<file path="src/design/newton_cube_root_assert.svh">
// assertion macros for the newton cube root block
// no dependencies; included by the modules that carry assertions
`ifndef NEWTON_CUBE_ROOT_ASSERT_SVH
`define NEWTON_CUBE_ROOT_ASSERT_SVH

`ifndef NO_ASSERTIONS

// same-cycle implication
`define NCR_ASSERT_IMP(lbl, clk, rst_n, ante, cons, msg) \
    lbl: assert property (@(posedge clk) disable iff (!rst_n) (ante) |-> (cons)) \
        else $error(msg);

// next-cycle implication
`define NCR_ASSERT_NXT(lbl, clk, rst_n, ante, cons, msg) \
    lbl: assert property (@(posedge clk) disable iff (!rst_n) (ante) |=> (cons)) \
        else $error(msg);

`else

`define NCR_ASSERT_IMP(lbl, clk, rst_n, ante, cons, msg)
`define NCR_ASSERT_NXT(lbl, clk, rst_n, ante, cons, msg)

`endif

`endif

</file>
<file path="src/design/ncr_pkg.sv">
// shared widths, register indexes, state type and divider status struct
// for the newton cube root block; no dependencies
`timescale 1ns / 1ps
`default_nettype none

package ncr_pkg;

    localparam int DATA_W    = 32;
    localparam int FRAC_BITS = 16;
    localparam int TOL_W     = 16;
    localparam int ITER_W    = 8;
    localparam int ROOT_W    = 23;

    // iterate width: newton iterates stay below a few times 2^DATA_W
    localparam int X_W    = DATA_W + 2;
    localparam int SQ_W   = 2 * X_W;
    localparam int CUBE_W = 3 * X_W;
    localparam int WIDE_W = CUBE_W + 2;
    localparam int DEN_W  = SQ_W + 2;
    localparam int REM_W  = DEN_W + 1;
    localparam int CNT_W  = $clog2(X_W);

    localparam int CFG_IDX_W  = 1;
    localparam int CFG_DATA_W = TOL_W;

    localparam logic [CFG_IDX_W-1:0] REG_TOLERANCE = CFG_IDX_W'(0);
    localparam logic [CFG_IDX_W-1:0] REG_MAX_ITER  = CFG_IDX_W'(1);

    localparam logic [TOL_W-1:0]  TOL_RESET  = TOL_W'(1);
    localparam logic [ITER_W-1:0] ITER_RESET = ITER_W'(64);

    localparam logic [X_W-1:0] ROOT_MAX = X_W'(1) << (ROOT_W - 2);

    // floor(n/3) = (n * (2^33 + 1)/3) >> 33, exact for any 32-bit n
    localparam logic [X_W-1:0] RECIP3       = X_W'(32'hAAAA_AAAB);
    localparam int             RECIP3_SHIFT = 33;

    typedef enum logic [3:0] {
        S_IDLE,
        S_SEED,
        S_SQ,
        S_CUBE_LO,
        S_CUBE_HI,
        S_CUBE_SUM,
        S_ABS,
        S_TEST,
        S_STEP_DIV,
        S_DONE
    } t_state;

    typedef struct packed {
        logic busy;
        logic done;
    } t_div_stat;

endpackage

`default_nettype wire

</file>
<file path="src/design/ncr_mul.sv">
// shared registered multiplier for the newton cube root block
// depends on ncr_pkg
`timescale 1ns / 1ps
`default_nettype none

module ncr_mul
    import ncr_pkg::*;
(
    input  wire logic            i_clk,
    input  wire logic [X_W-1:0]  i_a,
    input  wire logic [X_W-1:0]  i_b,
    output logic      [SQ_W-1:0] o_prod
);

    logic [SQ_W-1:0] r_prod;

    always_ff @(posedge i_clk) begin
        r_prod <= SQ_W'(i_a) * SQ_W'(i_b);
    end

    assign o_prod = r_prod;

endmodule

`default_nettype wire

</file>
<file path="src/design/ncr_div.sv">
// restoring divider, one quotient bit per cycle, for the newton cube root block
// depends on ncr_pkg and newton_cube_root_assert.svh
`timescale 1ns / 1ps
`default_nettype none
`include "newton_cube_root_assert.svh"

module ncr_div
    import ncr_pkg::*;
(
    input  wire logic              i_clk,
    input  wire logic              i_rst_n,
    input  wire logic              i_start,
    input  wire logic [WIDE_W-1:0] i_num,
    input  wire logic [DEN_W-1:0]  i_den,
    output logic      [X_W-1:0]    o_quot,
    output t_div_stat              o_stat
);

    logic [REM_W-1:0] r_rem;
    logic [X_W-1:0]   r_low;
    logic [DEN_W-1:0] r_den;
    logic [X_W-1:0]   r_quot;
    logic [CNT_W-1:0] r_cnt;
    logic             r_busy;
    logic             r_done;

    logic [REM_W-1:0] trial;
    logic             fits;

    // shift in the next numerator bit and try the subtract
    assign trial = {r_rem[REM_W-2:0], r_low[X_W-1]};
    assign fits  = trial >= REM_W'(r_den);

    always_ff @(posedge i_clk) begin
        if (!i_rst_n) begin
            r_busy <= 1'b0;
            r_done <= 1'b0;
            r_cnt  <= '0;
        end else begin
            r_done <= 1'b0;
            if (i_start) begin
                r_busy <= 1'b1;
                r_cnt  <= CNT_W'(X_W - 1);
            end else if (r_busy) begin
                if (r_cnt == '0) begin
                    r_busy <= 1'b0;
                    r_done <= 1'b1;
                end else begin
                    r_cnt <= r_cnt - 1'b1;
                end
            end
        end
    end

    always_ff @(posedge i_clk) begin
        if (i_start) begin
            // upper part is below the divisor since the quotient fits X_W bits
            r_rem <= REM_W'(i_num[WIDE_W-1:X_W]);
            r_low <= i_num[X_W-1:0];
            r_den <= i_den;
        end else if (r_busy) begin
            r_rem  <= fits ? (trial - REM_W'(r_den)) : trial;
            r_low  <= {r_low[X_W-2:0], 1'b0};
            r_quot <= {r_quot[X_W-2:0], fits};
        end
    end

    assign o_quot      = r_quot;
    assign o_stat.busy = r_busy;
    assign o_stat.done = r_done;

    `NCR_ASSERT_IMP(a_start_idle, i_clk, i_rst_n, i_start, !r_busy, "divider restarted while busy")
    `NCR_ASSERT_NXT(a_last_done, i_clk, i_rst_n, r_busy && r_cnt == '0 && !i_start, r_done, "divider missed done")
    `NCR_ASSERT_IMP(a_done_idle, i_clk, i_rst_n, r_done, !r_busy, "divider done while busy")

endmodule

`default_nettype wire

</file>
<file path="src/design/newton_cube_root.sv">
// newton cube root, signed q16.16: one request at a time, ready only when idle
// a result follows the seed y/3 (reciprocal multiply) and k newton steps: each
// pass runs a tolerance check and, when it fails below the step cap, a step divide
// on the bit-serial divider
// a new request waits until the result has been handed off and the block is idle
// reset (synchronous, active low): idle, tolerance = 1, max_iterations = 64
`timescale 1ns / 1ps
`default_nettype none
`include "newton_cube_root_assert.svh"

module newton_cube_root
    import ncr_pkg::*;
(
    input  wire logic                        i_clk,
    input  wire logic                        i_rst_n,
    // request channel
    input  wire logic                        i_valid,
    output logic                             o_ready,
    input  wire logic signed [DATA_W-1:0]    i_value,
    // result channel
    output logic                             o_valid,
    input  wire logic                        i_ready,
    output logic signed      [ROOT_W-1:0]    o_root,
    output logic                             o_converged,
    // register writes
    input  wire logic                        i_cfg_we,
    input  wire logic        [CFG_IDX_W-1:0] i_cfg_idx,
    input  wire logic        [CFG_DATA_W-1:0] i_cfg_data
);

    t_state r_state, n_state;

    // configuration
    logic [TOL_W-1:0]  r_tol;
    logic [ITER_W-1:0] r_max_it;

    // working values; y and tolerance are scaled by 2^(2*frac)
    logic              r_neg;
    logic              r_nz;
    logic [WIDE_W-1:0] r_y;
    logic [X_W-1:0]    r_x;
    logic [SQ_W-1:0]   r_x2;
    logic [CUBE_W-1:0] r_x3;
    logic [WIDE_W-1:0] r_diff;
    logic [ITER_W-1:0] r_steps;

    // result hold register
    logic [ROOT_W-1:0] r_root;
    logic              r_conv;

    // shared unit hookup
    logic [X_W-1:0]    mul_a, mul_b;
    logic [SQ_W-1:0]   mul_p;
    logic              div_start;
    logic [WIDE_W-1:0] div_num;
    logic [DEN_W-1:0]  div_den;
    logic [X_W-1:0]    div_q;
    t_div_stat         div_stat;

    logic [DATA_W-1:0] in_mag;
    logic              in_acc;
    logic              out_acc;
    logic [X_W-1:0]    seed_q;
    logic [WIDE_W-1:0] x3_wide;
    logic [WIDE_W-1:0] tol_wide;
    logic              tol_pass;
    logic              cap_hit;
    logic [X_W-1:0]    x_sat;
    logic [ROOT_W-1:0] root_mag;

    assign in_acc  = i_valid && o_ready;
    assign out_acc = o_valid && i_ready;

    // magnitude of the operand; the most negative code maps to 2^(DATA_W-1)
    assign in_mag = i_value[DATA_W-1] ? DATA_W'(-i_value) : DATA_W'(i_value);

    // |y| / 3 from the reciprocal product taken at acceptance
    assign seed_q = X_W'(mul_p >> RECIP3_SHIFT);

    assign x3_wide  = WIDE_W'(r_x3);
    assign tol_wide = WIDE_W'(r_tol) << (2 * FRAC_BITS);
    assign tol_pass = r_diff <= tol_wide;
    assign cap_hit  = r_steps >= r_max_it;

    // clamp only matters for a result that did not converge
    assign x_sat    = (r_x > ROOT_MAX) ? ROOT_MAX : r_x;
    assign root_mag = ROOT_W'(x_sat);

    ncr_mul u_mul (
        .i_clk  (i_clk),
        .i_a    (mul_a),
        .i_b    (mul_b),
        .o_prod (mul_p)
    );

    ncr_div u_div (
        .i_clk   (i_clk),
        .i_rst_n (i_rst_n),
        .i_start (div_start),
        .i_num   (div_num),
        .i_den   (div_den),
        .o_quot  (div_q),
        .o_stat  (div_stat)
    );

    // next state
    always_comb begin
        n_state = r_state;
        case (r_state)
            S_IDLE:     if (i_valid) n_state = S_SEED;
            S_SEED:     n_state = S_SQ;
            S_SQ:       n_state = S_CUBE_LO;
            S_CUBE_LO:  n_state = S_CUBE_HI;
            S_CUBE_HI:  n_state = S_CUBE_SUM;
            S_CUBE_SUM: n_state = S_ABS;
            S_ABS:      n_state = S_TEST;
            S_TEST:     n_state = (tol_pass || cap_hit) ? S_DONE : S_STEP_DIV;
            S_STEP_DIV: if (div_stat.done) n_state = S_SQ;
            S_DONE:     if (i_ready) n_state = S_IDLE;
            default:    n_state = S_IDLE;
        endcase
    end

    // unit operand selection per state
    always_comb begin
        o_ready   = 1'b0;
        o_valid   = 1'b0;
        mul_a     = r_x;
        mul_b     = r_x;
        div_start = 1'b0;
        div_num   = r_y + (x3_wide << 1);
        div_den   = DEN_W'(r_x2) + (DEN_W'(r_x2) << 1);
        case (r_state)
            S_IDLE: begin
                // seed: |y| times the reciprocal of 3
                o_ready = 1'b1;
                mul_a   = X_W'(in_mag);
                mul_b   = RECIP3;
            end
            S_CUBE_LO: begin
                // low half of x^2 times x
                mul_a = mul_p[X_W-1:0];
            end
            S_CUBE_HI: begin
                // high half of x^2 times x
                mul_a = r_x2[SQ_W-1:X_W];
            end
            S_TEST: begin
                // newton step: (y + 2x^3) / (3x^2)
                div_start = !(tol_pass || cap_hit);
            end
            S_DONE: begin
                o_valid = 1'b1;
            end
            default: begin
            end
        endcase
    end

    always_ff @(posedge i_clk) begin
        if (!i_rst_n) begin
            r_state  <= S_IDLE;
            r_tol    <= TOL_RESET;
            r_max_it <= ITER_RESET;
        end else begin
            r_state <= n_state;
            if (i_cfg_we) begin
                case (i_cfg_idx)
                    REG_TOLERANCE: r_tol    <= i_cfg_data[TOL_W-1:0];
                    REG_MAX_ITER:  r_max_it <= i_cfg_data[ITER_W-1:0];
                    default: begin
                    end
                endcase
            end
        end
    end

    // datapath registers
    always_ff @(posedge i_clk) begin
        case (r_state)
            S_IDLE: begin
                if (in_acc) begin
                    r_neg   <= i_value[DATA_W-1];
                    r_nz    <= in_mag != '0;
                    r_y     <= WIDE_W'(in_mag) << (2 * FRAC_BITS);
                    r_steps <= '0;
                end
            end
            S_SEED: begin
                // a zero seed for a nonzero operand becomes one lsb
                r_x <= (seed_q == '0 && r_nz) ? X_W'(1) : seed_q;
            end
            S_CUBE_LO: begin
                r_x2 <= mul_p;
            end
            S_CUBE_HI: begin
                r_x3 <= CUBE_W'(mul_p);
            end
            S_CUBE_SUM: begin
                r_x3 <= r_x3 + (CUBE_W'(mul_p) << X_W);
            end
            S_ABS: begin
                r_diff <= (x3_wide >= r_y) ? (x3_wide - r_y) : (r_y - x3_wide);
            end
            S_TEST: begin
                if (tol_pass || cap_hit) begin
                    r_root <= r_neg ? (-root_mag) : root_mag;
                    r_conv <= tol_pass;
                end
            end
            S_STEP_DIV: begin
                if (div_stat.done) begin
                    r_x     <= div_q;
                    r_steps <= r_steps + 1'b1;
                end
            end
            default: begin
            end
        endcase
    end

    assign o_root      = r_root;
    assign o_converged = r_conv;

    `NCR_ASSERT_IMP(a_idle_div_free, i_clk, i_rst_n, r_state == S_IDLE, !div_stat.busy, "divider busy while idle")
    `NCR_ASSERT_IMP(a_steps_capped, i_clk, i_rst_n, r_state == S_TEST, r_steps <= r_max_it, "step count beyond cap")
    `NCR_ASSERT_NXT(a_result_held, i_clk, i_rst_n, o_valid && !i_ready, $stable(r_root) && $stable(r_conv), "result changed while waiting")
    `NCR_ASSERT_NXT(a_accept_to_seed, i_clk, i_rst_n, in_acc, r_state == S_SEED, "seed not started")

endmodule

`default_nettype wire

</file>
<file path="config.mk">
export PLATFORM = sky130hd
export DESIGN_NAME = newton_cube_root
export DESIGN_NICKNAME = d
export VERILOG_FILES = /design/src/design/ncr_pkg.sv /design/src/design/ncr_mul.sv /design/src/design/ncr_div.sv /design/src/design/newton_cube_root.sv
export VERILOG_INCLUDE_DIRS = /design/src /design/src/design
export SDC_FILE = /design/constraint.sdc
export NUM_CORES = 2
export LEC_CHECK = 0
export ABC_AREA = 1
export BUFFER_PORTS_ARGS = -buffer_cell sky130_fd_sc_hd__clkbuf_2
export CAP_MARGIN = 20
export CORE_MARGIN = 5
export CORE_UTILIZATION = 40
export CTS_CLUSTER_DIAMETER = 150
export DETAILED_ROUTE_END_ITERATION = 8
export RECOVER_POWER = 25
export SKIP_CTS_REPAIR_TIMING = 1
export SLEW_MARGIN = 40
export SYNTH_ARGS = -nofsm -noshare
export SYNTH_HDL_FRONTEND = slang
export SYNTH_SLANG_ARGS = --single-unit
export TNS_END_PERCENT = 50
</file>
<file path="constraint.sdc">
create_clock -name i_clk -period 9.5 [get_ports i_clk]
set_input_delay 0.475 -clock i_clk [delete_from_list [all_inputs] [get_ports i_clk]]
set_output_delay 0.475 -clock i_clk [all_outputs]
set_load 0.005 [all_outputs]
</file>
Word-level counts from Yosys, hierarchy flattened

Cells that the tools add are included.

Add/subtract/negate cells: 10
$mul: 1
$lt $le $gt $ge: 5
Equality and inequality tests: 14
Muxes and demuxes: 33
Bitwise logic cells: 5
Reductions and logical operators: 24

Operator list:

| kind                                                  | count |
|---|---|
| two-way mux 70 bit                                    | 3 |
| one-hot mux 102 bit (2 select lines)                  | 1 |
| two-way mux 34 bit                                    | 5 |
| adder 64 x 103 -> 104 bit                             | 1 |
| less-or-equal comparator 104 x 48 -> 1 bit            | 1 |
| two-way mux 104 bit                                   | 1 |
| subtractor 102 x 64 -> 103 bit                        | 1 |
| subtractor 64 x 102 -> 103 bit                        | 1 |
| adder 102 bit                                         | 1 |
| greater-or-equal comparator 102 x 64 -> 1 bit         | 1 |
| one-hot mux 34 bit (3 select lines)                   | 1 |
| greater-or-equal comparator 71 x 70 -> 1 bit          | 1 |
| adder 68 x 69 -> 70 bit                               | 1 |
| subtractor 70 bit                                     | 1 |
| multiplier 34 x 34 -> 68 bit                          | 1 |
| one-hot mux 34 bit (2 select lines)                   | 1 |
| two-way mux 23 bit                                    | 2 |
| one-hot mux 4 bit (10 select lines)                   | 1 |
| > comparator 34 x 22 -> 1 bit (second input constant) | 1 |
| zero test 34 bit                                      | 1 |
| two-way mux 32 bit                                    | 1 |
| negator 32 bit                                        | 1 |
| nonzero test 32 bit                                   | 1 |
| negator 23 bit                                        | 1 |
| other kinds (25)                                      | 61 |

Flip-flop bits (word level): 686
Output and inout port bits: 26

Logic depth before layout (Yosys ltp)

Depth after elaboration: 6
Gate-level depth with buffers: 44

Cells and area by module

From an unflattened synthesis, not the netlist that was laid out.

Cells, all modules: 13735
Area total of the unflattened synthesis: 96391.2 um2

By module, submodules not included:

| module           | times used | cells an instance | area each (um2) | seq. area each (um2) |
|---|---|---|---|---|
| ncr_mul          | 1          | 5609              | 41736.3         | 1361.3 |
| newton_cube_root | 1          | 5893              | 39007.4         | 11761.3 |
| ncr_div          | 1          | 2233              | 15647.5         | 6406.1 |

Worst setup path before layout

No wires, ideal clock.

Path kind: register -> register
Start point: reg r_state[1]
End point: reg u_mul.r_prod[60] (netlist: u_mul.o_prod[60])
Library setup time: 0.117 ns
Arrival: 8.281 ns
Setup slack: 1.102 ns
Cell stages (with the launch flop): 33
Cell sequence: dfxtp_1 -> nor2_1 -> inv_2 -> nor2_4 -> clkbuf_1 -> a221oi_1 -> nand2_2 -> clkinv_1 -> nor2_1 -> fa_1 -> fa_1 -> fa_1 -> fa_1 -> fa_1 -> fa_1 -> fa_1 -> inv_1 -> fa_1 -> inv_1 -> ha_1 -> nand2_1 -> nor2_1 -> inv_1 -> nor2_1 -> inv_1 -> nor2_1 -> nand4_1 -> nand3_1 -> nand2_1 -> inv_1 -> nor2_1 -> nand2_1 -> nand2_1

Word-level cells in the longest chain between the ends: 3
Elaborated cells on any way between the ends: 6
Those cells by class: 1 x mul; 2 x eq/ne; 2 x mux; 1 x reduce/logical

Ends and longest elaborated chain:

| what                                                                      | line                    | source |
|---|---|---|
| start: declaration                                                        | newton_cube_root.sv:31  | `t_state r_state, n_state;` |
| start signal: assignment                                                  | newton_cube_root.sv:166 | `r_state <= n_state;` |
| equality test 4 x 3 -> 1 bit (tied with other cells)                      | newton_cube_root.sv:133 | `case (r_state)` |
| one-hot mux 34 bit (3 select lines) or two-way mux 34 bit (tied branches) | newton_cube_root.sv:133 |  |
| multiplier 34 x 34 -> 68 bit *                                            | ncr_mul.sv:18           | `r_prod <= SQ_W'(i_a) * SQ_W'(i_b);` |
| end signal: assignment                                                    | ncr_mul.sv:18           |  |
| end: declaration                                                          | ncr_mul.sv:15           | `logic [SQ_W-1:0] r_prod;` |

Every way passes the cells marked *; elsewhere a longest branch is shown, timed or not.
A chain may end at the register's enable or synchronous reset.

Worst setup path in the final report

Start point: reg r_state[3]
End point: reg u_mul.r_prod[39] (netlist: u_mul.o_prod[39])

The elaborated chain is that of the path after synthesis.

==> results.toml <==
[cts]
worstSkewPairLatency_ps = 740
cts.clk_slew.worst_paths_ps = 60
cts_max_level = 3
clock-root-buffer = "clkbuf_16"
cts_buffer_depth = 3
cts_tree = "done"
clock_sinks = 684
cts_buffers = 78

[status]
violations = "max-capacitance violations, max-slew violations"
outcome = "finished with violations"

[layout]
areaGrowthSynthToFinish_pct = 9.125
multiInputGateArea_um2 = 62490
postLayoutCellArea_um2 = 101200
final_cells = 15730
regArea_um2 = 19500
fillers = 24250
final_nets = 14330
drive_above_1_share_pct = 6.191

[critical_path]
crit_slowest_cell = "fa_1"
cp.arrival_ps = 9840
rr_endpoint = "u_mul.o_prod[39]"
worstSetupPathType = "reg2reg"
worstSetupStartpoint = "r_state[3]"
crit_top_cell = "fa_1"
cp-start-kind = "register"
required_ps = 10110
critPathMaxStageDelay_ps = 570
worst_r2r_path_depth = 35
path_max_fanout = 21
crit_path_end = "u_mul.o_prod[39]"
rrSetupSlack_ps = 280
worstReg2RegStart = "r_state[3]"
cp-end-kind = "register"

[die]
fp.dieArea_um2 = 241600
start_util_pct = 40.27
die_y_um = 491.5
row_count = 176
io_pins = 80
core-area_um2 = 230300
dieWidth_um = 491.5

[sta]
skew_ps = 56.38
finalSetupViolations = 0
tightest_slew_ps = 2481
fmax_ghz = 0.1084
hold_ws_ps = 4.123
period_needed_ps = 9225
timing.final.crit_share_pct = 97.10
slew_violations = 40
final-hold-violation-count = 0
max_slew_margin_pct = -65.42
rsz0062_at_grt = "no"
fin_ws_ps = 275.2

[global_route]
grt_pass1_vias = 85600
grt_max_degree = 84
overflow = 0
antenna_found_initial = 19
grt_use_total_pct = 35.38
grt_pass1_wl_mm = 617.6

[min_path]
hold-path-cell-count = 3
min_path_type = "in2reg"

[place]
io_buffers = 79
pre_cts_ws_ps = 28.25
dp.cells = 15570
post_dp_cell_area_um2 = 98550
dp_hpwl_mm = 370.2
gp_congestion = 1.091

[route]
drt_wl_total_mm = 436.4
wl_per_cell_um = 27.74
drt_iter0_markers = 8520
via_per_inst = 5.438
drc = 0
drt_pass1_iterations = 6
ant_nets = 0
vias = 85550

[logic_synthesis]
ys_seq_area_share_pct = 21.02
ys_ff_latch = 684
ys_types = 77
synth_edf_count = 580
synthFlopType = "edfxtp_1"
synthCells = 12410
synth_area_um2 = 92750
ys_warn_count = 0
syn_area_per_cell_um2 = 7.472
async_flop_share_pct = 0
synth_fp_nets = 14110

[run]
cap_violations = 1
## worst min path at each step
stage	start	to	slack [ps]
6_report	i_cfg_data[0]	r_tol[0]	4
5_1_grt	i_cfg_data[10]	r_tol[10]	50
4_1_cts	i_cfg_data[6]	r_max_it[6]	-60
3_5_place_dp	u_div.o_quot[30]	u_div.o_quot[31]	430
3_3_place_gp	u_div.o_quot[16]	u_div.o_quot[17]	430
2_1_floorplan	r_x3[0]	r_diff[0]	430
## cell type report
type                            count  share of cell area (%)
Clock inverter                     54                  0.6539
Tap cell                         3026                   3.741
Antenna cell                       11                 0.02720
Inverter                         2418                   8.979
Sequential cell                   684                   19.26
Timing Repair Buffer              484                   3.544
Clock buffer                       91                   2.050
Multi-Input combinational cell   8964                   61.74
## synth_stat cells (all sizes together), types with 10 or more instances
master      n  area (µm²)
o2111ai    16       187.7
nor4       64       421.7
a221oi     17       236.5
buf       207        1315
and2       12       75.08
xnor2     122        1069
o21a       28       210.2
nor2     1923        7461
o21bai     59       446.7
o211ai     10       75.07
edfxtp    580       17420
ha        616        7707
o21ai     616        3229
dfxtp     104        2082
nand4     106       678.2
inv      2409        9052
a21boi     23       176.4
clkbuf    141       549.3
fa       1025       20520
a21oi     595        2985
xor2      228        2004
a31oi      60       375.4
nand3b     72       540.5
nor3      110       581.8
nand2    2659       10090
nand3     522        2633
a21o       38       285.3
## flip-flops by register name (all words and copies together) (netlist names), 32 cells and up
signal	cells
r_diff	103
r_x	34
r_x2	68
r_x3	102
r_y	32
u_div.o_quot	34
u_div.r_den	70
u_div.r_low	33
u_div.r_rem	70
u_mul.o_prod	68
## stage by stage
stage,utilization (%),setup TNS (ps)
2_1_floorplan,-,0
3_3_place_gp,42.74,-91.67
3_5_place_dp,42.78,0
4_1_cts,43.97,0
5_1_grt,43.93,0
6_report,43.94,0
## critical path: cells and delay by family (launching register included)
family / cells / cell delay [ps]
AND/OR/NAND/NOR: 10 / 1440
flip-flops: 1 / 330
buffers and inverters: 11 / 1580
adder cells (fa/ha/maj): 9 / 4480
XOR/XNOR: 1 / 260
AO/OA/AOI/OAI: 4 / 990
## layout by cell type, fill, tap and decap left out, types with 104 or more instances in the layout
cell type	n
nand2_1	2629
fa_1	1025
xnor2_1	121
dfxtp_1	104
a21oi_1	593
nor2_1	1849
buf_4	335
edfxtp_1	580
inv_1	2363
nand4_1	105
nand3_1	518
ha_1	616
nor3_1	104
o21ai_0	530
xor2_1	225
## per-layer routing
layer  vias to the layer above  wire, µm  global-route usage (%)  part of all wire (%)
met1                     41620    168700                   43.28                    39
li1                      39150         -                       -                     -
met5                         -        38                       0                0.0087
met4                         6     37190                   24.19                   8.5
met3                      1034     30910                   5.442                   7.1
met2                      3736    199600                   57.62                    46
## cells by family (layout without fill, tap and decap cells)
kind of cell	count (synthesis)	after routing	synth area share [%]
AND/OR/NAND/NOR	5491	5491	24.40
flip-flops	684	684	21.02
buffers and inverters	2766	3047	11.81
XOR/XNOR	350	350	3.313
adder cells (fa/ha/maj)	1641	1641	30.43
other	0	11	0
AO/OA/AOI/OAI	1482	1482	9.031
Power is not shown: default switching activity piles up to over one toggle a cycle in this logic, so the estimate is an artifact.
